`config.mk`:
```
export PLATFORM = sky130hd
export DESIGN_NAME = path_table_record_parser
export DESIGN_NICKNAME = d
export VERILOG_FILES = /design/src/rtl/ptrp_pkg.sv /design/src/rtl/path_table_record_parser.sv /design/src/rtl/ptrp_parser.sv /design/src/rtl/ptrp_skid.sv
export SDC_FILE = /design/constraint.sdc
export NUM_CORES = 1
export LEC_CHECK = 0
export ABC_AREA = 1
export BUFFER_PORTS_ARGS = -buffer_cell sky130_fd_sc_hd__buf_4
export CAP_MARGIN = 15
export CORE_MARGIN = 2
export CORE_UTILIZATION = 49
export DETAILED_ROUTE_END_ITERATION = 16
export PLACE_DENSITY_LB_ADDON = 0.3
export SLEW_MARGIN = 20
export SYNTH_ARGS = -nofsm -noshare
export SYNTH_HDL_FRONTEND = slang
export SYNTH_HIERARCHICAL = 1
export SYNTH_SLANG_ARGS = --single-unit
```
`constraint.sdc`:
```
create_clock -name clk_i -period 7.3 [get_ports clk_i]
set_clock_uncertainty 0.15 [all_clocks]
set_input_delay 1.095 -clock clk_i [delete_from_list [all_inputs] [get_ports clk_i]]
set_output_delay 1.095 -clock clk_i [all_outputs]
set_load 0.01 [all_outputs]
```
`src/rtl/ptrp_pkg.sv`:
```
package ptrp_pkg;

  // Table depth bound; the record index saturates below it (and at the 7-bit port limit).
  localparam int MaxRecords = 128;
  localparam int CountLimitInt = ((MaxRecords - 1) > 127) ? 127 : (MaxRecords - 1);
  localparam logic [6:0] CountLimit = 7'(CountLimitInt);

  typedef enum logic [1:0] {
    KIND_NAME = 2'd0,
    KIND_LAST = 2'd1,
    KIND_END  = 2'd2
  } kind_e;

  typedef struct packed {
    kind_e       kind;
    logic [7:0]  name_byte;
    logic [31:0] extent_lba;
    logic [15:0] parent_number;
    logic [7:0]  name_length;
    logic [6:0]  record_index;
  } res_t;

endpackage

```
`src/rtl/path_table_record_parser.sv`:
```
// Little-endian ISO 9660 path table parser. Feed the table one byte per beat;
// assert table_start_i on the first byte of a table to restart the parser.
// Each beat is taken unless in_stall_o is high, so a full byte per clock is sustained
// whenever the result side keeps up. Each name byte produces one result beat
// (kind 0), the last name byte of a record produces a kind 1 beat carrying the
// extent LBA, parent number, name length and record index, and a zero length
// byte produces one kind 2 end-of-table beat; header, extended attribute and
// pad bytes produce nothing. Each result is registered into a two-entry output
// buffer when its byte is taken; the buffer decouples the sides: the input
// stalls only when both entries hold results that have not been taken yet.
module path_table_record_parser (
  input  logic        clk_i,
  input  logic        rst_ni,
  input  logic        in_valid_i,
  output logic        in_stall_o,
  input  logic [7:0]  data_byte_i,
  input  logic        table_start_i,
  output logic        out_valid_o,
  input  logic        out_stall_i,
  output logic [1:0]  kind_o,
  output logic [7:0]  name_byte_o,
  output logic [31:0] extent_lba_o,
  output logic [15:0] parent_number_o,
  output logic [7:0]  name_length_o,
  output logic [6:0]  record_index_o
);
  import ptrp_pkg::*;

  logic accept;
  logic res_valid;
  logic full;
  res_t res;
  res_t out_res;

  // full comes from a register, so stall never waits on the output side
  assign in_stall_o = full;
  assign accept     = in_valid_i && !full;

  ptrp_parser u_parser (
    .clk_i         (clk_i),
    .rst_ni        (rst_ni),
    .accept_i      (accept),
    .data_byte_i   (data_byte_i),
    .table_start_i (table_start_i),
    .res_valid_o   (res_valid),
    .res_o         (res)
  );

  ptrp_skid u_skid (
    .clk_i       (clk_i),
    .rst_ni      (rst_ni),
    .push_i      (res_valid),
    .push_data_i (res),
    .full_o      (full),
    .out_valid_o (out_valid_o),
    .out_stall_i (out_stall_i),
    .out_data_o  (out_res)
  );

  assign kind_o          = out_res.kind;
  assign name_byte_o     = out_res.name_byte;
  assign extent_lba_o    = out_res.extent_lba;
  assign parent_number_o = out_res.parent_number;
  assign name_length_o   = out_res.name_length;
  assign record_index_o  = out_res.record_index;

endmodule

```
`src/rtl/ptrp_parser.sv`:
```
module ptrp_parser (
  input  logic           clk_i,
  input  logic           rst_ni,
  input  logic           accept_i,
  input  logic [7:0]     data_byte_i,
  input  logic           table_start_i,
  output logic           res_valid_o,
  output ptrp_pkg::res_t res_o
);
  import ptrp_pkg::*;

  typedef enum logic [2:0] {
    PH_LEN    = 3'd0,
    PH_EXT    = 3'd1,
    PH_LBA    = 3'd2,
    PH_PARENT = 3'd3,
    PH_NAME   = 3'd4,
    PH_PAD    = 3'd5
  } phase_e;

  phase_e      phase_q, phase_d, phase_eff;
  logic [7:0]  offset_q, offset_d, offset_eff;
  logic [7:0]  len_q, len_d;
  logic [31:0] lba_q, lba_d;
  logic [15:0] parent_q, parent_d;
  logic [6:0]  count_q, count_d, count_eff;
  logic        done_q, done_d;
  logic        res_valid;
  res_t        res;

  always_comb begin
    // A table start wipes the parser before the byte is looked at.
    phase_eff  = table_start_i ? PH_LEN : phase_q;
    offset_eff = table_start_i ? 8'd0 : offset_q;
    count_eff  = table_start_i ? 7'd0 : count_q;
    phase_d    = phase_eff;
    offset_d   = offset_eff;
    len_d      = table_start_i ? 8'd0 : len_q;
    lba_d      = table_start_i ? 32'd0 : lba_q;
    parent_d   = table_start_i ? 16'd0 : parent_q;
    count_d    = count_eff;
    done_d     = table_start_i ? 1'b0 : done_q;
    res_valid  = 1'b0;
    res        = '{kind: KIND_NAME, name_byte: 8'd0, extent_lba: 32'd0,
                   parent_number: 16'd0, name_length: 8'd0, record_index: count_eff};
    if (table_start_i || !done_q) begin
      case (phase_eff)
        PH_EXT: begin
          phase_d  = PH_LBA;
          offset_d = 8'd0;
          lba_d    = 32'd0;
        end
        PH_LBA: begin
          lba_d    = lba_d | (32'(data_byte_i) << {offset_eff[1:0], 3'b000});
          offset_d = offset_eff + 8'd1;
          if (offset_eff == 8'd3) begin
            phase_d  = PH_PARENT;
            offset_d = 8'd0;
            parent_d = 16'd0;
          end
        end
        PH_PARENT: begin
          parent_d = parent_d | (16'(data_byte_i) << {offset_eff[0], 3'b000});
          offset_d = offset_eff + 8'd1;
          if (offset_eff == 8'd1) begin
            phase_d  = PH_NAME;
            offset_d = 8'd0;
          end
        end
        PH_NAME: begin
          res_valid     = 1'b1;
          res.name_byte = data_byte_i;
          if (({1'b0, offset_eff} + 9'd1) >= {1'b0, len_d}) begin
            res.kind          = KIND_LAST;
            res.extent_lba    = lba_d;
            res.parent_number = parent_d;
            res.name_length   = len_d;
            if (count_eff < CountLimit) count_d = count_eff + 7'd1;
            phase_d  = len_d[0] ? PH_PAD : PH_LEN;
            offset_d = 8'd0;
          end else begin
            offset_d = offset_eff + 8'd1;
          end
        end
        PH_PAD: begin
          phase_d = PH_LEN;
        end
        default: begin
          if (data_byte_i == 8'd0) begin
            done_d    = 1'b1;
            phase_d   = PH_LEN;
            res_valid = 1'b1;
            res.kind  = KIND_END;
          end else begin
            len_d    = data_byte_i;
            phase_d  = PH_EXT;
            offset_d = 8'd0;
          end
        end
      endcase
    end
  end

  always_ff @(posedge clk_i or negedge rst_ni) begin
    if (!rst_ni) begin
      phase_q  <= PH_LEN;
      offset_q <= 8'd0;
      len_q    <= 8'd0;
      lba_q    <= 32'd0;
      parent_q <= 16'd0;
      count_q  <= 7'd0;
      done_q   <= 1'b0;
    end else if (accept_i) begin
      phase_q  <= phase_d;
      offset_q <= offset_d;
      len_q    <= len_d;
      lba_q    <= lba_d;
      parent_q <= parent_d;
      count_q  <= count_d;
      done_q   <= done_d;
    end
  end

  assign res_valid_o = accept_i && res_valid;
  assign res_o       = res;

  a_end_sets_done: assert property (@(posedge clk_i) disable iff (!rst_ni)
    res_valid_o && res.kind == KIND_END |=> done_q)
    else $error("end of table did not latch done");
  a_done_silent: assert property (@(posedge clk_i) disable iff (!rst_ni)
    accept_i && !table_start_i && done_q |-> !res_valid_o)
    else $error("result after end of table");
  a_last_phase: assert property (@(posedge clk_i) disable iff (!rst_ni)
    res_valid_o && res.kind == KIND_LAST |=> phase_q == PH_PAD || phase_q == PH_LEN)
    else $error("bad phase after record end");
  a_count_sat: assert property (@(posedge clk_i) disable iff (!rst_ni)
    count_q <= CountLimit)
    else $error("record count beyond limit");

endmodule

```
`src/rtl/ptrp_skid.sv`:
```
module ptrp_skid (
  input  logic           clk_i,
  input  logic           rst_ni,
  input  logic           push_i,
  input  ptrp_pkg::res_t push_data_i,
  output logic           full_o,
  output logic           out_valid_o,
  input  logic           out_stall_i,
  output ptrp_pkg::res_t out_data_o
);
  import ptrp_pkg::*;

  res_t       mem_q [2];
  logic       wr_q, rd_q;
  logic [1:0] count_q;
  logic       pop;

  assign pop         = out_valid_o && !out_stall_i;
  assign full_o      = count_q == 2'd2;
  assign out_valid_o = count_q != 2'd0;
  assign out_data_o  = mem_q[rd_q];

  always_ff @(posedge clk_i) begin
    if (push_i) mem_q[wr_q] <= push_data_i;
  end

  always_ff @(posedge clk_i or negedge rst_ni) begin
    if (!rst_ni) begin
      wr_q    <= 1'b0;
      rd_q    <= 1'b0;
      count_q <= 2'd0;
    end else begin
      if (push_i) wr_q <= !wr_q;
      if (pop) rd_q <= !rd_q;
      count_q <= count_q + 2'(push_i) - 2'(pop);
    end
  end

  a_no_overflow: assert property (@(posedge clk_i) disable iff (!rst_ni)
    !(push_i && full_o))
    else $error("push into full buffer");
  a_count_range: assert property (@(posedge clk_i) disable iff (!rst_ni)
    count_q != 2'd3)
    else $error("buffer count out of range");

endmodule
```
# Word-level counts from Yosys, hierarchy flattened
# Memory sizes are Yosys's and may differ from the RTL's.
# Cells that the tools add are included.
# totals
ff_bits	79
ramBits	146
in_bits	13
output_inout_bits	75
elab_cells	89
memories	1
# memory_table
memory	words	width	rd	rd_ports_with_merged_regs	write_ports	line	text
u_skid.mem_q	2	73	1	0	1	ptrp_skid.sv:13	res_t mem_q [2];
# classes
add_sub_neg	5
magnitude_cmp	2
n_eq_ne	8
shift	2
mux	46
n_bitwise	2
n_reduce_logical	13
# ops
cell	n
two-way mux 8 bit	10
two-way mux 66 bit	1
two-way mux 32 bit	2
two-way mux 64 bit	1
one-hot mux 32 bit (2 select lines)	1
two-way mux 56 bit	1
two-way mux 16 bit	3
one-hot mux 8 bit (5 select lines)	1
two-way mux 7 bit	5
OR 32 bit	1
one-hot mux 16 bit (2 select lines)	1
left shift 8 x 5 -> 32 bit	1
two-way mux 3 bit	6
OR 16 bit	1
left shift 8 x 4 -> 16 bit	1
one-hot mux 3 bit (5 select lines)	1
two-way mux 1 bit	10
adder 8 x 1 -> 9 bit (second input constant)	1
greater-or-equal comparator 9 x 8 -> 1 bit	1
adder 8 x 1 -> 8 bit (second input constant)	1
equality test 8 x 1 -> 1 bit (second input constant)	1
equality test 8 x 2 -> 1 bit (second input constant)	1
logical NOT 8 bit	1
adder 7 x 1 -> 7 bit (second input constant)	1
other kinds (16)	24

# Longest topological paths before layout
# logic_depth
word_depth	8
depth_mapped	23
mapped_depth_nobuf	20

# By module
# The synthesis kept the hierarchy.
# by_module_without_submodules
module	instances	cells_each	area_each_um2	seq_area_each_um2
ptrp_skid	1	412	5592.9	4484.3
ptrp_parser	1	733	5312.6	1876.8
path_table_record_parser	1	2	10.0	0.0

# Least setup slack after synthesis
# Ideal clock, no wire load.
# synth_timing
kind	in2reg
startpoint	input port in_valid_i
endpoint	memory u_skid/mem_q[0][0] (netlist bit), enable pin
setup_ns	0.505
t_arrival_ns	5.501
required_ns	6.645
path_slack_ns	1.144
stages	9
cell_sequence	inv_1 -> nor2_2 -> buf_2 -> inv_1 -> nor2_1 -> clkinv_1 -> nor4_1 -> inv_1 -> nor2_1
# synth_via
elab_chain_cells	4
# synth_lines
item	line	text
start, declared	path_table_record_parser.sv:14	input logic in_valid_i,
logical AND 1 bit	path_table_record_parser.sv:37	assign accept = in_valid_i && !full;
named net accept	path_table_record_parser.sv:29	logic accept;
logical AND 1 bit	ptrp_parser.sv:124	assign res_valid_o = accept_i && res_valid;
named net res_valid	path_table_record_parser.sv:30	logic res_valid;
two-way mux 1 bit	ptrp_skid.sv:24	if (push_i) mem_q[wr_q] <= push_data_i;
two-way mux 1 bit (implied by the code)	ptrp_skid.sv:24	
end, declared	ptrp_skid.sv:13	
# The timed path passes the listed nets, and every way through them passes these cells.

==> results.py <==
metrics = {
    "routing": {
        "routed_wl_um": 26500,
        "postRouteAntennaNets": 0,
        "vias": 8269,
        "drt_pass1_iterations": 5,
        "routedWlPerCell_um": 17.5,
        "drt_iter0_drc": 820,
        "via_per_inst": 5.48,
        "drc": 0,
    },
    "power_and_ir_drop": {
        "p_sw_mw": 1.49,
        "clkPwrFrac_pct": 28.7,
        "swShare_pct": 35.2,
        "p_leak_nw": 5.35,
        "cellInternalPower_mw": 2.75,
        "finalPower_mw": 4.25,
        "vdd_drop_max_uv": 280,
        "sequentialPowerShare_pct": 38.2,
        "combPwrFrac_pct": 33.1,
        "p_per_area_mw_per_mm2": 342,
    },
    "sta": {
        "slew_violations": 0,
        "worst_pin_slew_ns": 1.00,
        "worst_slack_ns": 2.08,
        "maxSlewHeadroom_pct": 33.3,
        "tns_ns": 0,
        "rsz0062_at_grt": "no",
        "min_period_ns": 5.22,
        "finalCritPeriodShare_pct": 71.5,
        "final_hold_viol_count": 0,
        "setup_viol": 0,
        "clock.fmax_mhz": 191,
    },
    "critical_path": {
        "crit_slowest_cell": "buf_4",
        "crit_required_ns": 7.36,
        "path_cells": "buf_4 > inv_4 > nand2_4 > inv_2 > ha_1 > nand3_2 > xor2_1 > ha_1 > nand2_1 > inv_1 > nand2_1 > nand3_1 > nand2_1 > nand2_1 > nand2_1 > nand2_2 > nand2_2 > buf_4 > nor3_1",
        "start_kind": "primary input",
        "crit_path_end_kind": "register",
        "cp_top_family": "simple AND/OR/NAND/NOR gates",
        "max_stage_delay_ns": 0.66,
        "criticalPathCategory": "in -> reg",
        "cpMostUsedCell": "nand2_1",
        "critical_path_buf_inv_count": 5,
        "critPathMaxFanout": 64,
        "cp.arrival_ns": 5.28,
    },
    "placed_design": {
        "hpwlAfterDp_um": 17000,
        "gp_congestion": 0.899,
        "place_inst": 1468,
        "portBuffers": 87,
        "dp_slack_ns": 1.63,
    },
    "hold_path": {
        "hold_class": "reg -> reg",
    },
    "final_layout": {
        "stdcell_count": 1510,
        "nets": 1239,
        "synthToLayoutAreaGrowth_pct": 13.6,
        "post-route-util_pct": 56.8,
        "drive_gt1_share_pct": 15.9,
        "diodes": 0,
        "nFillCells": 1925,
        "multi_input_area_mm2": 0.00364,
        "final-seq-area_mm2": 0.00636,
    },
    "global_routing": {
        "grt_pass1_wl_um": 41800,
        "grt-ovfl-total": 0,
        "grt_use_total_pct": 22.1,
        "grt_max_degree": 80,
        "grt_pass1_vias": 7859,
        "antenna_found_initial": 0,
    },
    "synth": {
        "synth_seq_cells": 225,
        "ys.flop_type": "edfxtp_1",
        "synth_fp_nets": 1173,
        "yosysSeqAreaShare_pct": 58.3,
        "synth-edff-count": 146,
        "syn_area_mm2": 0.0109,
        "netlist.area_leader.share_pct": 40.2,
        "async_flop_share_pct": 35.1,
        "yosysWarnings": 6,
        "avgSynthCellArea_um2": 9.52,
        "synth_largest_area_cell": "edfxtp_1",
        "synth_cells": 1147,
        "ys_types": 45,
        "synth_area_leaders": "edfxtp_1 (40%), dfrtp_1 (18%), nand2_1 (11%)",
    },
    "die": {
        "coreArea_mm2": 0.0218,
        "die_w_um": 153,
        "die_y_um": 153,
        "fp-row-count": 54,
        "ios": 88,
        "dieArea_mm2": 0.0235,
        "initial_core_util_pct": 50.0,
    },
    "run": {
        "maxCapViolCount": 0,
    },
    "cts": {
        "worstSkewPairLatency_ns": 0.51,
        "cts_buffer_depth": 3,
        "cts_tree": "done",
        "cts_made_buffers": 23,
        "post_cts_buffers": 0,
        "holdBufCountCts": 0,
        "h-tree-depth": 1,
        "cts_num_sinks": 225,
        "path_clk_slew_ns": 0.06,
        "post_cts_resize_count": 0,
        "cts_root_buffer": "clkbuf_16",
    },
    "outcome": {
        "outcome": "finished clean",
    },
}
-- cell usage in the layout, fill, tap and decap left out, types with 9 or more instances in the layout --
cell type / Yosys / final
clkbuf_16: 0 / 23
o22ai_1: 26 / 26
nand3_1: 33 / 33
dfrtp_1: 79 / 78
nor2_1: 90 / 89
ha_1: 13 / 13
inv_2: 17 / 18
nand2_1: 331 / 331
o21ai_0: 25 / 25
nor3_1: 36 / 36
buf_4: 7 / 95
inv_1: 118 / 117
nand4_1: 12 / 12
nor2_2: 9 / 9
o21ai_1: 12 / 12
edfxtp_1: 146 / 146
a21oi_1: 40 / 40
a22o_1: 9 / 9
a22oi_1: 35 / 35
-- metal layers --
layer / vias to the layer above / track usage, % / share of wire [%]
met3: 46 / 2.64 / 6.1
met5: - / 0 / 0
met2: 288 / 37.4 / 50
met1: 3983 / 30.1 / 41
met4: 0 / 6.66 / 2.8
li1: 3952 / - / -
-- cell families after synthesis --
group / synth area share (%)
compound gates: 9.61
fa+ha+maj: 1.49
xor+xnor: 0.642
flops: 58.3
buf+inv: 8.54
simple gates: 21.4
-- cell usage after synthesis, types with 3 or more instances --
| cell type | number |
|---|---|
| a21oi_1 | 40 |
| a22o_1 | 9 |
| a22oi_1 | 35 |
| a32oi_1 | 4 |
| buf_2 | 12 |
| buf_4 | 7 |
| buf_6 | 19 |
| clkbuf_1 | 16 |
| dfrtp_1 | 79 |
| edfxtp_1 | 146 |
| ha_1 | 13 |
| inv_1 | 118 |
| inv_2 | 17 |
| nand2_1 | 331 |
| nand2_2 | 7 |
| nand2_4 | 4 |
| nand3_1 | 33 |
| nand3_2 | 3 |
| nand4_1 | 12 |
| nor2_1 | 90 |
| nor2_2 | 9 |
| nor2_4 | 6 |
| nor3_1 | 36 |
| o21ai_0 | 25 |
| o21ai_1 | 12 |
| o22ai_1 | 26 |
| o31ai_1 | 8 |
| xnor2_1 | 5 |
| xor2_1 | 3 |
-- metrics by stage --
| stage | hold WS (ns) | area, µm² |
|---|---|---|
| floorplan | 0.313 | 10900 |
| global placement | 0.337 | 11600 |
| detailed placement | 0.341 | 11600 |
| CTS | 0.360 | 12400 |
| global route | 0.375 | 12400 |
| finish | 0.360 | 12400 |
-- power by group through the flow --
stage,clock network (mW),registers [mW],logic (mW)
after detailed placement,0,1.65,1.41
after CTS,1.24,1.62,1.42
after floorplan,0,1.63,0.958
after global placement,0,1.64,1.39
final,1.22,1.62,1.40
after global routing,1.28,1.64,1.56
-- worst paths after layout --
kind / depth (start not counted) / slack [ns] / endpoint / from
worst max register to register: 17 / 2.98 / u_skid/mem_q[0][35] / u_parser/offset_q[0]
min in group asynchronous: 1 / 0.47 / u_parser/offset_q[4] / rst_ni
worst min register to register: 1 / 0.36 / u_parser/lba_q[13] / u_parser/lba_q[13]
worst max-delay path: 19 / 2.08 / u_skid/mem_q[0][35] / table_start_i
max in group asynchronous: 1 / 5.99 / u_parser/lba_q[31] / rst_ni
worst min-delay path: 1 / 0.36 / u_parser/lba_q[13] / u_parser/lba_q[13]
-- worst register-to-register path: stages (launching register included) --
cell	delay, ns
dfrtp_1	0.36
inv_1	0.09
nor2_2	0.53
ha_1	0.35
nand3_2	0.13
xor2_1	0.28
ha_1	0.30
nand2_1	0.09
inv_1	0.04
nand2_1	0.05
nand3_1	0.07
nand2_1	0.06
nand2_1	0.04
nand2_1	0.11
nand2_2	0.18
nand2_2	0.66
buf_4	0.40
nor3_1	0.12
-- sequential cells by signal (all words and copies together) (netlist names) --
| register | cells |
|---|---|
| u_parser/len_q | 8 |
| u_parser/done_q | 1 |
| u_skid/mem_q | 146 |
| u_skid/wr_q | 1 |
| u_parser/parent_q | 16 |
| u_parser/count_q | 7 |
| u_parser/offset_q | 8 |
| u_skid/rd_q | 1 |
| u_parser/lba_q | 32 |
| u_skid/count_q | 2 |
| u_parser/phase_q | 3 |
-- final cells by class --
type | count | share of cell area [%]
clock buffers | 32 | 5.24
clock inverters | 10 | 1.07
inverters | 139 | 4.25
multi-input cells | 727 | 29.3
flip-flops and latches | 225 | 51.3
well taps | 280 | 2.82
repair buffers | 97 | 6.00
(Power assumes the default switching activity.)
